### config.mk
export PLATFORM = sky130hd
export DESIGN_NAME = positional_list_store_unit
export DESIGN_NICKNAME = d
export VERILOG_FILES = /design/src/sv/plsu_pkg.sv /design/src/sv/plsu_cell.sv /design/src/sv/positional_list_store_unit.sv
export VERILOG_INCLUDE_DIRS = /design/src /design/src/sv
export SDC_FILE = /design/constraint.sdc
export NUM_CORES = 2
export LEC_CHECK = 0
export BUFFER_PORTS_ARGS = -buffer_cell sky130_fd_sc_hd__buf_2
export CAP_MARGIN = 20
export CORE_UTILIZATION = 35
export DETAILED_ROUTE_END_ITERATION = 6
export PLACE_DENSITY_LB_ADDON = 0.1
export RECOVER_POWER = 100
export SYNTH_ARGS = -nofsm -noshare
export SYNTH_HDL_FRONTEND = slang
export SYNTH_SLANG_ARGS = --single-unit
### constraint.sdc
create_clock -name clk -period 11.7 [get_ports clk]
set_clock_uncertainty 0.1 [all_clocks]
set_input_delay 3.51 -clock clk [delete_from_list [all_inputs] [get_ports clk]]
set_output_delay 3.51 -clock clk [all_outputs]
set_load 0.02 [all_outputs]
### src/sv/positional_list_store_unit_defines.svh
// ----------------------------------------------------------------------------
// Assertion macros for the positional list store
// Shared property forms used by the design's concurrent checks.
// ----------------------------------------------------------------------------
`ifndef POSITIONAL_LIST_STORE_UNIT_DEFINES_SVH
`define POSITIONAL_LIST_STORE_UNIT_DEFINES_SVH

// Same-cycle implication, disabled while in reset.
`define PLSU_ASSERT_NOW(label, ante, cons, msg) \
  label: assert property (@(posedge clk) disable iff (!rst_n) (ante) |-> (cons)) \
    else $error(msg);

// Next-cycle implication, disabled while in reset.
`define PLSU_ASSERT_NEXT(label, ante, cons, msg) \
  label: assert property (@(posedge clk) disable iff (!rst_n) (ante) |=> (cons)) \
    else $error(msg);

`endif

### src/sv/plsu_pkg.sv
// ----------------------------------------------------------------------------
// plsu_pkg
// Beat types, command codes and cell-chain control for the list store.
// ----------------------------------------------------------------------------
package plsu_pkg;

  localparam int LEN_W  = 5;
  localparam int POS_W  = 5;
  localparam int VAL_W  = 32;
  localparam int CMD_W  = 3;
  // Index width for the chain; covers indices and counts up to 127.
  localparam int IDX_W  = 7;

  typedef enum logic [CMD_W-1:0] {
    CMD_INSERT_AT  = 3'd0,
    CMD_PUSH_FRONT = 3'd1,
    CMD_PUSH_BACK  = 3'd2,
    CMD_DELETE_AT  = 3'd3,
    CMD_POP_FRONT  = 3'd4,
    CMD_POP_BACK   = 3'd5,
    CMD_DUMP       = 3'd6
  } cmd_t;

  typedef enum logic [1:0] {
    OP_HOLD   = 2'd0,
    OP_INSERT = 2'd1,
    OP_DELETE = 2'd2,
    OP_ROTATE = 2'd3
  } cell_op_t;

  typedef struct packed {
    cell_op_t         op;
    logic [IDX_W-1:0] pos;
    logic [IDX_W-1:0] fill;
  } chain_ctl_t;

  typedef struct packed {
    logic [CMD_W-1:0]        cmd;
    logic [POS_W-1:0]        position;
    logic signed [VAL_W-1:0] item_value;
  } in_beat_t;

  typedef struct packed {
    logic                    ok;
    logic signed [VAL_W-1:0] element;
    logic [LEN_W-1:0]        length;
    logic                    last;
  } out_beat_t;

endpackage

### src/sv/plsu_cell.sv
// ----------------------------------------------------------------------------
// plsu_cell
// One storage slot of the chain: keeps, loads, or takes a neighbor's or the head's value.
// ----------------------------------------------------------------------------
module plsu_cell
  import plsu_pkg::*;
#(
  parameter int INDEX      = 0,
  parameter int DATA_WIDTH = 32
) (
  input  logic                  clk,
  input  chain_ctl_t            ctl,
  input  logic [DATA_WIDTH-1:0] ins_value,
  input  logic [DATA_WIDTH-1:0] left_data,
  input  logic [DATA_WIDTH-1:0] right_data,
  input  logic [DATA_WIDTH-1:0] head_data,
  output logic [DATA_WIDTH-1:0] data_out
);

  localparam logic [IDX_W-1:0] IDX = IDX_W'(INDEX);

  logic [DATA_WIDTH-1:0] data_r;
  logic [DATA_WIDTH-1:0] data_nxt;

  always_comb begin
    data_nxt = data_r;
    case (ctl.op)
      OP_INSERT: begin
        if (IDX == ctl.pos) begin
          data_nxt = ins_value;
        end else if (IDX > ctl.pos) begin
          data_nxt = left_data;
        end
      end
      OP_DELETE: begin
        if (IDX >= ctl.pos) begin
          data_nxt = right_data;
        end
      end
      OP_ROTATE: begin
        // advance toward the head; the last live slot wraps the head around
        if (IDX + 1'b1 < ctl.fill) begin
          data_nxt = right_data;
        end else if (IDX + 1'b1 == ctl.fill) begin
          data_nxt = head_data;
        end
      end
      default: data_nxt = data_r;
    endcase
  end

  always_ff @(posedge clk) begin
    data_r <= data_nxt;
  end

  assign data_out = data_r;

endmodule

### src/sv/positional_list_store_unit.sv
// ----------------------------------------------------------------------------
// positional_list_store_unit
// Bounded ordered list of values with positional insert, delete and dump.
// ----------------------------------------------------------------------------
// Elements sit in a row of CAPACITY cells, slot 0 at the front. Insert and
// delete shift every later element by one place, so all commands but dump
// are taken at one per cycle while the output does not stall and answer
// with one beat. A dump streams one element per cycle from the head cell
// while the chain rotates and the output does not stall; no command is
// taken until its last beat has been loaded. Output stall holds the result
// register and, through it, the input side. Bad positions, a full list on
// insert, an empty list on delete and unknown commands answer ok = 0 and
// leave the list as it was. No clearing pass is needed after reset.
`include "positional_list_store_unit_defines.svh"

module positional_list_store_unit
  import plsu_pkg::*;
#(
  parameter int CAPACITY   = 16,
  parameter int DATA_WIDTH = 32
) (
  input  logic      clk,
  input  logic      rst_n,
  input  logic      in_valid,
  output logic      in_stall,
  input  in_beat_t  in_data,
  output logic      out_valid,
  input  logic      out_stall,
  output out_beat_t out_data
);

  localparam int CW = $clog2(CAPACITY + 1);

  typedef enum logic [1:0] {
    ST_IDLE = 2'b01,
    ST_DUMP = 2'b10
  } state_t;

  state_t            state_r, state_nxt;
  logic [CW-1:0]     fill_r, fill_nxt;
  logic [CW-1:0]     cnt_r, cnt_nxt;
  logic              out_valid_r, out_valid_nxt;
  out_beat_t         out_r, out_nxt;

  chain_ctl_t            ctl;
  logic [DATA_WIDTH-1:0] ins_value;
  logic [DATA_WIDTH-1:0] cell_data [CAPACITY];
  logic [63:0]           head_ext;

  logic             out_ready;
  logic             in_accept;
  logic             emit;
  logic             dump_last;
  logic             cmd_ok;
  logic             is_insert;
  logic             is_delete;
  logic             is_dump;
  logic [IDX_W-1:0] pos_ext;
  logic [IDX_W-1:0] fill_ext;
  logic [IDX_W-1:0] op_pos;
  logic             full;
  logic             empty;

  assign out_ready = !out_valid_r || !out_stall;
  assign in_stall  = (state_r != ST_IDLE) || !out_ready;
  assign in_accept = in_valid && !in_stall;
  assign emit      = (state_r == ST_DUMP) && out_ready;
  assign dump_last = (cnt_r + 1'b1 == fill_r);

  assign pos_ext  = IDX_W'(in_data.position);
  assign fill_ext = IDX_W'(fill_r);
  assign full     = (fill_ext == IDX_W'(CAPACITY));
  assign empty    = (fill_r == '0);

  assign ins_value = DATA_WIDTH'(64'($unsigned(in_data.item_value)));
  assign head_ext  = 64'(cell_data[0]);

  // command decode
  always_comb begin
    cmd_ok    = 1'b0;
    is_insert = 1'b0;
    is_delete = 1'b0;
    is_dump   = 1'b0;
    op_pos    = '0;
    case (in_data.cmd)
      CMD_INSERT_AT: begin
        is_insert = 1'b1;
        op_pos    = pos_ext;
        cmd_ok    = !full && (pos_ext <= fill_ext);
      end
      CMD_PUSH_FRONT: begin
        is_insert = 1'b1;
        cmd_ok    = !full;
      end
      CMD_PUSH_BACK: begin
        is_insert = 1'b1;
        op_pos    = fill_ext;
        cmd_ok    = !full;
      end
      CMD_DELETE_AT: begin
        is_delete = 1'b1;
        op_pos    = pos_ext;
        cmd_ok    = (pos_ext < fill_ext);
      end
      CMD_POP_FRONT: begin
        is_delete = 1'b1;
        cmd_ok    = !empty;
      end
      CMD_POP_BACK: begin
        is_delete = 1'b1;
        op_pos    = fill_ext - 1'b1;
        cmd_ok    = !empty;
      end
      CMD_DUMP: begin
        is_dump = 1'b1;
        cmd_ok  = !empty;
      end
      default: cmd_ok = 1'b0;
    endcase
  end

  // chain control and sequencing
  always_comb begin
    ctl.op        = OP_HOLD;
    ctl.pos       = op_pos;
    ctl.fill      = fill_ext;
    state_nxt     = state_r;
    fill_nxt      = fill_r;
    cnt_nxt       = cnt_r;
    out_valid_nxt = out_valid_r;
    out_nxt       = out_r;

    if (out_ready) begin
      out_valid_nxt = 1'b0;
    end

    case (state_r)
      ST_IDLE: begin
        if (in_accept) begin
          if (is_dump && cmd_ok) begin
            state_nxt = ST_DUMP;
            cnt_nxt   = '0;
          end else begin
            if (cmd_ok && is_insert) begin
              ctl.op   = OP_INSERT;
              fill_nxt = fill_r + 1'b1;
            end else if (cmd_ok && is_delete) begin
              ctl.op   = OP_DELETE;
              fill_nxt = fill_r - 1'b1;
            end
            out_valid_nxt   = 1'b1;
            out_nxt.ok      = cmd_ok;
            out_nxt.element = '0;
            out_nxt.length  = LEN_W'(fill_nxt);
            out_nxt.last    = 1'b1;
          end
        end
      end
      ST_DUMP: begin
        if (emit) begin
          ctl.op          = OP_ROTATE;
          out_valid_nxt   = 1'b1;
          out_nxt.ok      = 1'b1;
          out_nxt.element = head_ext[VAL_W-1:0];
          out_nxt.length  = LEN_W'(fill_r);
          out_nxt.last    = dump_last;
          cnt_nxt         = cnt_r + 1'b1;
          if (dump_last) begin
            state_nxt = ST_IDLE;
          end
        end
      end
      default: state_nxt = ST_IDLE;
    endcase
  end

  always_ff @(posedge clk) begin
    if (!rst_n) begin
      state_r     <= ST_IDLE;
      fill_r      <= '0;
      cnt_r       <= '0;
      out_valid_r <= 1'b0;
    end else begin
      state_r     <= state_nxt;
      fill_r      <= fill_nxt;
      cnt_r       <= cnt_nxt;
      out_valid_r <= out_valid_nxt;
    end
  end

  always_ff @(posedge clk) begin
    out_r <= out_nxt;
  end

  assign out_valid = out_valid_r;
  assign out_data  = out_r;

  for (genvar i = 0; i < CAPACITY; i++) begin : g_cell
    plsu_cell #(
      .INDEX      (i),
      .DATA_WIDTH (DATA_WIDTH)
    ) u_cell (
      .clk        (clk),
      .ctl        (ctl),
      .ins_value  (ins_value),
      .left_data  (cell_data[(i == 0) ? 0 : i - 1]),
      .right_data (cell_data[(i == CAPACITY - 1) ? i : i + 1]),
      .head_data  (cell_data[0]),
      .data_out   (cell_data[i])
    );
  end

  `PLSU_ASSERT_NOW(a_fill_bound, 1'b1, fill_r <= CW'(CAPACITY),
    "element count above capacity")
  `PLSU_ASSERT_NOW(a_dump_cnt, state_r == ST_DUMP, cnt_r < fill_r,
    "dump index past the element count")
  `PLSU_ASSERT_NEXT(a_dump_fill, state_r == ST_DUMP, $stable(fill_r),
    "element count changed during dump")
  `PLSU_ASSERT_NEXT(a_single_beat, in_accept && !(is_dump && cmd_ok),
    out_valid_r && out_r.last, "single-beat command gave no final beat")

endmodule

## Yosys cells after proc, flatten, opt, wreduce, memory -nomap -nowiden

Index checks and enable logic that the tools add are counted.
Widths: inputs -> output; s select.

- Input bits: 44
- Bits in registers: 564
- Output and inout bits: 41

- Add/sub/neg operators: 4
- Muxes and demuxes: 124
- Equal/unequal tests: 97
- Order comparisons: 48
- Bitwise logic cells: 1
- Reduce and logical (&&, ||, !) cells: 45

Operator list:

| cell | count |
|---|---|
| $mux 32 | 77 |
| $pmux 32 s3 | 15 |
| $mux 39 | 3 |
| $ne 3x1->1 const B | 29 |
| $pmux 39 s2 | 1 |
| $reduce_and 4->1 | 19 |
| $pmux 32 s2 | 1 |
| $eq 4x7->1 const A | 8 |
| $gt 4x7->1 const A | 8 |
| $ge 4x7->1 const A | 7 |
| $eq 4x5->1 const A | 8 |
| $lt 4x5->1 const A | 8 |
| $ne 2x1->1 const B | 19 |
| $eq 3x7->1 const A | 4 |
| $ge 3x7->1 const A | 4 |
| $gt 3x7->1 const A | 4 |
| $mux 5 | 5 |
| $pmux 7 s3 | 1 |
| $eq 3x5->1 const A | 4 |
| $lt 3x5->1 const A | 4 |
| $mux 2 | 9 |
| $eq 2x7->1 const A | 2 |
| $ge 1x7->1 const A | 2 |
| $ge 2x7->1 const A | 2 |
| 38 further kinds | 75 |

## Depth between registers and ports, before layout

- Depth in word-level cells: 13
- Depth in mapped cells: 13
- Gate-level depth less buffers: 8

## By module

From an unflattened synthesis, not the netlist that was laid out.

- Cell total of the unflattened synthesis: 3,761
- Area total of the unflattened synthesis: 40,101.0 um^2

By module, submodules not included:

| module | instances | area each (um^2) | sequential area each (um^2) | cells an instance |
|---|---|---|---|---|
| positional_list_store_unit | 1 | 2,949.1 | 1,431.4 | 287 |
| plsu_cell at g_cell[12].u_cell | 1 | 2,741.4 | 960.9 | 281 |
| plsu_cell at g_cell[13].u_cell | 1 | 2,726.4 | 960.9 | 277 |
| plsu_cell at g_cell[11].u_cell | 1 | 2,700.1 | 960.9 | 273 |
| plsu_cell at g_cell[5].u_cell | 1 | 2,643.8 | 960.9 | 277 |
| plsu_cell at g_cell[3].u_cell | 1 | 2,633.8 | 960.9 | 276 |
| plsu_cell at g_cell[4].u_cell | 1 | 2,429.8 | 960.9 | 193 |
| plsu_cell at g_cell[15].u_cell | 1 | 2,331.0 | 960.9 | 240 |
| plsu_cell at g_cell[0].u_cell | 1 | 2,244.7 | 960.9 | 237 |
| plsu_cell at g_cell[2].u_cell | 1 | 2,199.6 | 960.9 | 237 |
| plsu_cell at g_cell[7].u_cell | 1 | 2,194.6 | 960.9 | 237 |
| plsu_cell at g_cell[10].u_cell | 1 | 2,109.5 | 960.9 | 154 |
| plsu_cell at g_cell[9].u_cell | 1 | 2,104.5 | 960.9 | 151 |
| plsu_cell at g_cell[8].u_cell | 1 | 2,089.5 | 960.9 | 149 |
| 3 more rows | n/a | n/a | n/a | n/a |

## Worst setup path before layout

No wires, ideal clock.

- Kind: input-to-reg
- From: input port in_data[34] (netlist name)
- To: register g_cell[8].u_cell.data_r[0] (enable)
- Cell stages on the path: 8
- Slack: 3.394 ns
- Library setup time: 0.470 ns
- Arrival: 7.736 ns
- Path through: ha_1 a211oi_1 nor2_1 o31ai_1 o31ai_1 and2_0 clkbuf_1 a211oi_1

- Word-level cells in the longest chain between the ends: 12

Ends and longest elaborated chain:

| element | line | text |
|---|---|---|
| from (decl) | positional_list_store_unit.sv:26 | `input in_beat_t in_data,` |
| $le 5x5->1 | positional_list_store_unit.sv:89 | `cmd_ok = !full && (pos_ext <= fill_ext);` |
| $logic_and 1x1->1 | positional_list_store_unit.sv:89 |  |
| $pmux 1 s4 | positional_list_store_unit.sv:85 | `case (in_data.cmd)` |
| $logic_and 1x1->1 | positional_list_store_unit.sv:147 | `end else if (cmd_ok && is_delete) begin` |
| $mux 2 | positional_list_store_unit.sv:147 |  |
| $mux 2 | positional_list_store_unit.sv:144 | `if (cmd_ok && is_insert) begin` |
| $mux 2 | positional_list_store_unit.sv:140 | `if (is_dump && cmd_ok) begin` |
| $mux 2 | positional_list_store_unit.sv:139 | `if (in_accept) begin` |
| $pmux 2 s2 | positional_list_store_unit.sv:137 | `case (state_r)` |
| $eq 2x2->1 / $eq 2x1->1 (equally long branches) | plsu_cell.sv:27 | `case (ctl.op)` |
| $ne 3x1->1 (no line), or another cell as far along | n/a |  |
| $reduce_and 4->1 (no line) * | n/a |  |
| to (signal assigned) | plsu_cell.sv:53 | `data_r <= data_nxt;` |
| to (decl) | plsu_cell.sv:22 | `logic [DATA_WIDTH-1:0] data_r;` |

Mark *: on every way between the ends. The rest lies on a longest branch, timed or not.
A chain may end at the register's enable or synchronous reset.

## Worst setup path after layout

- From: input port in_data[36] (netlist name)
- To: register g_cell[15].u_cell.data_r[14] (enable)

- Word-level cells in the longest chain between the ends: 12

Ends and longest elaborated chain:

| element | line |
|---|---|
| $le 5x5->1 | positional_list_store_unit.sv:89 |
| $logic_and 1x1->1 | positional_list_store_unit.sv:89 |
| $pmux 1 s4 | positional_list_store_unit.sv:85 |
| $logic_and 1x1->1 | positional_list_store_unit.sv:147 |
| $mux 2 | positional_list_store_unit.sv:147 |
| $mux 2 | positional_list_store_unit.sv:144 |
| $mux 2 | positional_list_store_unit.sv:140 |
| $mux 2 | positional_list_store_unit.sv:139 |
| $pmux 2 s2 | positional_list_store_unit.sv:137 |
| $eq 2x1->1 / $eq 2x2->1 (equally long branches) | plsu_cell.sv:27 |
| $ne 3x1->1 (no line), or another cell as far along | n/a |
| $reduce_and 4->1 (no line) * | n/a |
| to (signal assigned) | plsu_cell.sv:53 |
| to (decl) | plsu_cell.sv:22 |

Marks and branches as above.

==> impl_metrics.tcl <==
set metrics [dict create \
    status "complete, but fails checks" \
    violations "capacitance limit, slew limit" \
    final.setup.tns_ns 0 \
    syn_area_mm2 0.0317 \
    cts.clk_slew.worst_paths_ns 0.05 \
    layout-drive-gt1-share_pct 9.13 \
    postCtsSetupBuffers 0 \
    cp.depth 9 \
    rsz0062_at_grt "false" \
    fill_cells 8568 \
    core_area_mm2 0.0889 \
    via_count 26000 \
    vias_per_cell 6.66 \
    seq_area_mm2 0.0168 \
    critical_path.top_delay_family "buffers and inverters" \
    cp-startpoint "in_data[36]" \
    synth-main-ff-cell "edfxtp_1" \
    clock_sinks 564 \
    synthCells 2767 \
    cp_common_cell "clkbuf_1" \
    worst-path-max-fanout 41 \
    final_antenna_net_count 0 \
    arrival_ns 9.32 \
    synthTopCellsByArea "edfxtp_1, mux2i_1, a221o_1" \
    drt_pass1_iterations 7 \
    place_congestion 0.833 \
    r2r_start "fill_r[2]$_SDFFE_PN0P_" \
    first_iter_violations 3342 \
    htree_levels 3 \
    holdBufCountCts 0 \
    drc_errors 0 \
    place_inst 3783 \
    tightest_slew_ns 3.95 \
    wl_met2_um 57600 \
    critPathMaxStageDelay_ns 2.25 \
    cp-end-kind "flop" \
    die_h_um 303 \
    synth.avg_cell_area_um2 11.4 \
    initial_utilization_pct 35.6 \
    maxCapViolCount 27 \
    ir_drop_mv 0.125 \
    hp-start "state_r[0]$_SDFFE_PN1P_" \
    dr_wl_met3_um 11400 \
    critical_path_buf_inv_count 3 \
    routed.top_layer "met4" \
    path_cells "clkbuf_1, ha_1, o21ai_0, o2111a_1, a221oi_4, clkbuf_1, a32oi_1, a21oi_4, clkbuf_1" \
    rr_worst_depth 9 \
    grt_antenna_before_repair 1 \
    fp.dieW_um 303 \
    grt_usage_pct 27.9 \
    slew_violations 955 \
    clockBufferDepth 3 \
    crit_required_ns 11.76 \
    crit_slowest_cell "clkbuf_1" \
    multi_input_area_mm2 0.0138 \
    ys_seq_elements 564 \
    yosysTopAreaCell "edfxtp_1" \
    area_delta_synth_final_pct 11.3 \
    slew_headroom_pct -163 \
    hold_violations 0 \
    powerDensity_mw_per_mm2 209 \
    cts_root_buffer "clkbuf_16" \
    yosysSeqAreaShare_pct 53.1 \
    post-route-min-period_ns 9.27 \
    die-area_mm2 0.0917 \
    path_class "in -> reg" \
    grt_pass1_vias 25700 \
    portBuffers 84 \
    holdPathStages 2 \
    fp-row-count 109 \
    final_cell_count_no_fill 3905 \
    cts_made_buffers 70 \
    post_cts_resized 0 \
    nNetsFinal 2750 \
    overflow 0 \
    io_pins 85 \
    ys_types 81 \
    async_reset_ff_share_pct 0 \
    cts_tree "yes" \
    fin_crit_sh_pct 79.2 \
    total_leakage_power_nw 13.8 \
    ys_warn_count 0 \
    clock_latency_ns 0.63 \
    cp-start-kind "input port" \
    synth_edf_count 551 \
    synth.top_cell.area_share_pct 52.3 \
    hold_class "reg -> reg" \
    met1_length_um 57600 \
    setup_violations 0 \
    timing.fmax_mhz 108 \
    synth_nets 2824 \
    grt_pass1_wl_um 186000 \
    wl_per_cell_um 33.3 \
    post-dp-hpwl_um 70600 \
    grt_max_degree 157 \
    wirelength_um 130000 \
]
[layer usage]
metal  vias to the layer above  track usage (%)
met3                       231             4.74
met5                         -                0
met1                     13400             40.7
met4                         0             8.18
li1                      10800                -
met2                      1555             42.2
[worst min-delay path, cell delays in order (launching register included)]
cell and delay [ns]:
dfxtp_1 0.31, inv_1 0.07, a31oi_1 0.07
[cell usage in the layout, fill, tap and decap left out, types with 8 or more instances in the layout]
master,count
a221o_1,284
xnor2_1,11
clkbuf_16,72
buf_4,51
edfxtp_1,551
mux2i_1,374
a32oi_1,35
ha_1,13
o21ai_4,15
clkbuf_1,87
inv_1,51
a21oi_1,20
clkinv_1,15
nand4_1,8
o211ai_1,127
dfxtp_1,13
o21ai_0,146
nor2_1,54
nand2_1,435
nor3_1,10
nand3_1,13
a22oi_1,130
nor4_1,13
buf_2,39
[layout make-up]
class                           count  share of cell area, %
Antenna cell                        1                0.00710
Clock buffer                       88                   5.28
Clock inverter                     30                  0.728
Inverter                           53                  0.564
Multi-Input combinational cell   1839                   39.0
Sequential cell                   564                   47.7
Tap cell                         1165                   4.14
Timing Repair Buffer              165                   2.58
[cell families (layout without fill, tap and decap cells)]
group                    after synthesis  in the layout  share of synthesized area, %
AO/OA/AOI/OAI                        822            822                          20.6
AND/OR/NAND/NOR                      602            602                          8.13
flip-flops                           564            564                          53.1
multiplexers                         386            386                          12.3
buffers and inverters                364            336                          4.76
XOR/XNOR                              16             16                         0.601
adder cells (fa/ha/maj)               13             13                         0.514
other                                  0              1                             0
[synthesized netlist by cell type, drive strengths merged (4+ instances only)]
master  count
a211oi      8
nor3       15
a31oi       4
nand3      14
nand2b      6
mux2i     374
clkbuf    207
and2       12
o211a       4
nor2b       7
a221o     284
inv        52
dfxtp      13
buf       104
nand2     437
o32ai       4
edfxtp    551
xnor2      11
o211ai    127
nor4       14
a22oi     130
o22ai       4
a221oi      6
o21ai     162
or3         5
o21a        4
ha         13
mux2       12
or4         4
nor2       61
nand4       8
a21oi      22
a32oi      35
[sequential cells by signal, summed over array words and instances (netlist names)]
signal / cells
out_valid: 1
g_cell.u_cell.data_out: 512
cnt_r: 5
out_data: 39
state_r: 2
fill_r: 5
[per-stage QoR]
stage,power (mW),cell area (um2),hold WS [ns],setup WS (ns),util (%)
2_1_floorplan,4.38,31700,0.363,3.39,-
3_3_place_gp,5.19,33300,0.378,3.73,37.5
3_5_place_dp,5.23,33300,0.390,3.50,37.5
4_1_cts,7.36,35400,0.403,3.89,39.9
5_1_grt,7.64,35200,0.432,2.20,39.6
6_report,7.37,35200,0.404,2.43,39.6
[final timing paths]
check	endpoint	slack [ns]
setup / recovery	g_cell[15].u_cell.data_out[14]$_DFFE_PP_	2.43
setup reg to reg	g_cell[15].u_cell.data_out[14]$_DFFE_PP_	3.85
hold / removal	state_r[0]$_SDFFE_PN1P_	0.40
hold reg to reg	state_r[0]$_SDFFE_PN1P_	0.40
[report_power, final]
group          total (mW)  switching (mW)  internal (mW)
Sequential           3.06           0.222           2.84
Combinational        2.19            1.50          0.689
Clock                2.12           0.912           1.21
Total                7.37            2.63           4.73
Power figures use the tool's default switching activity.
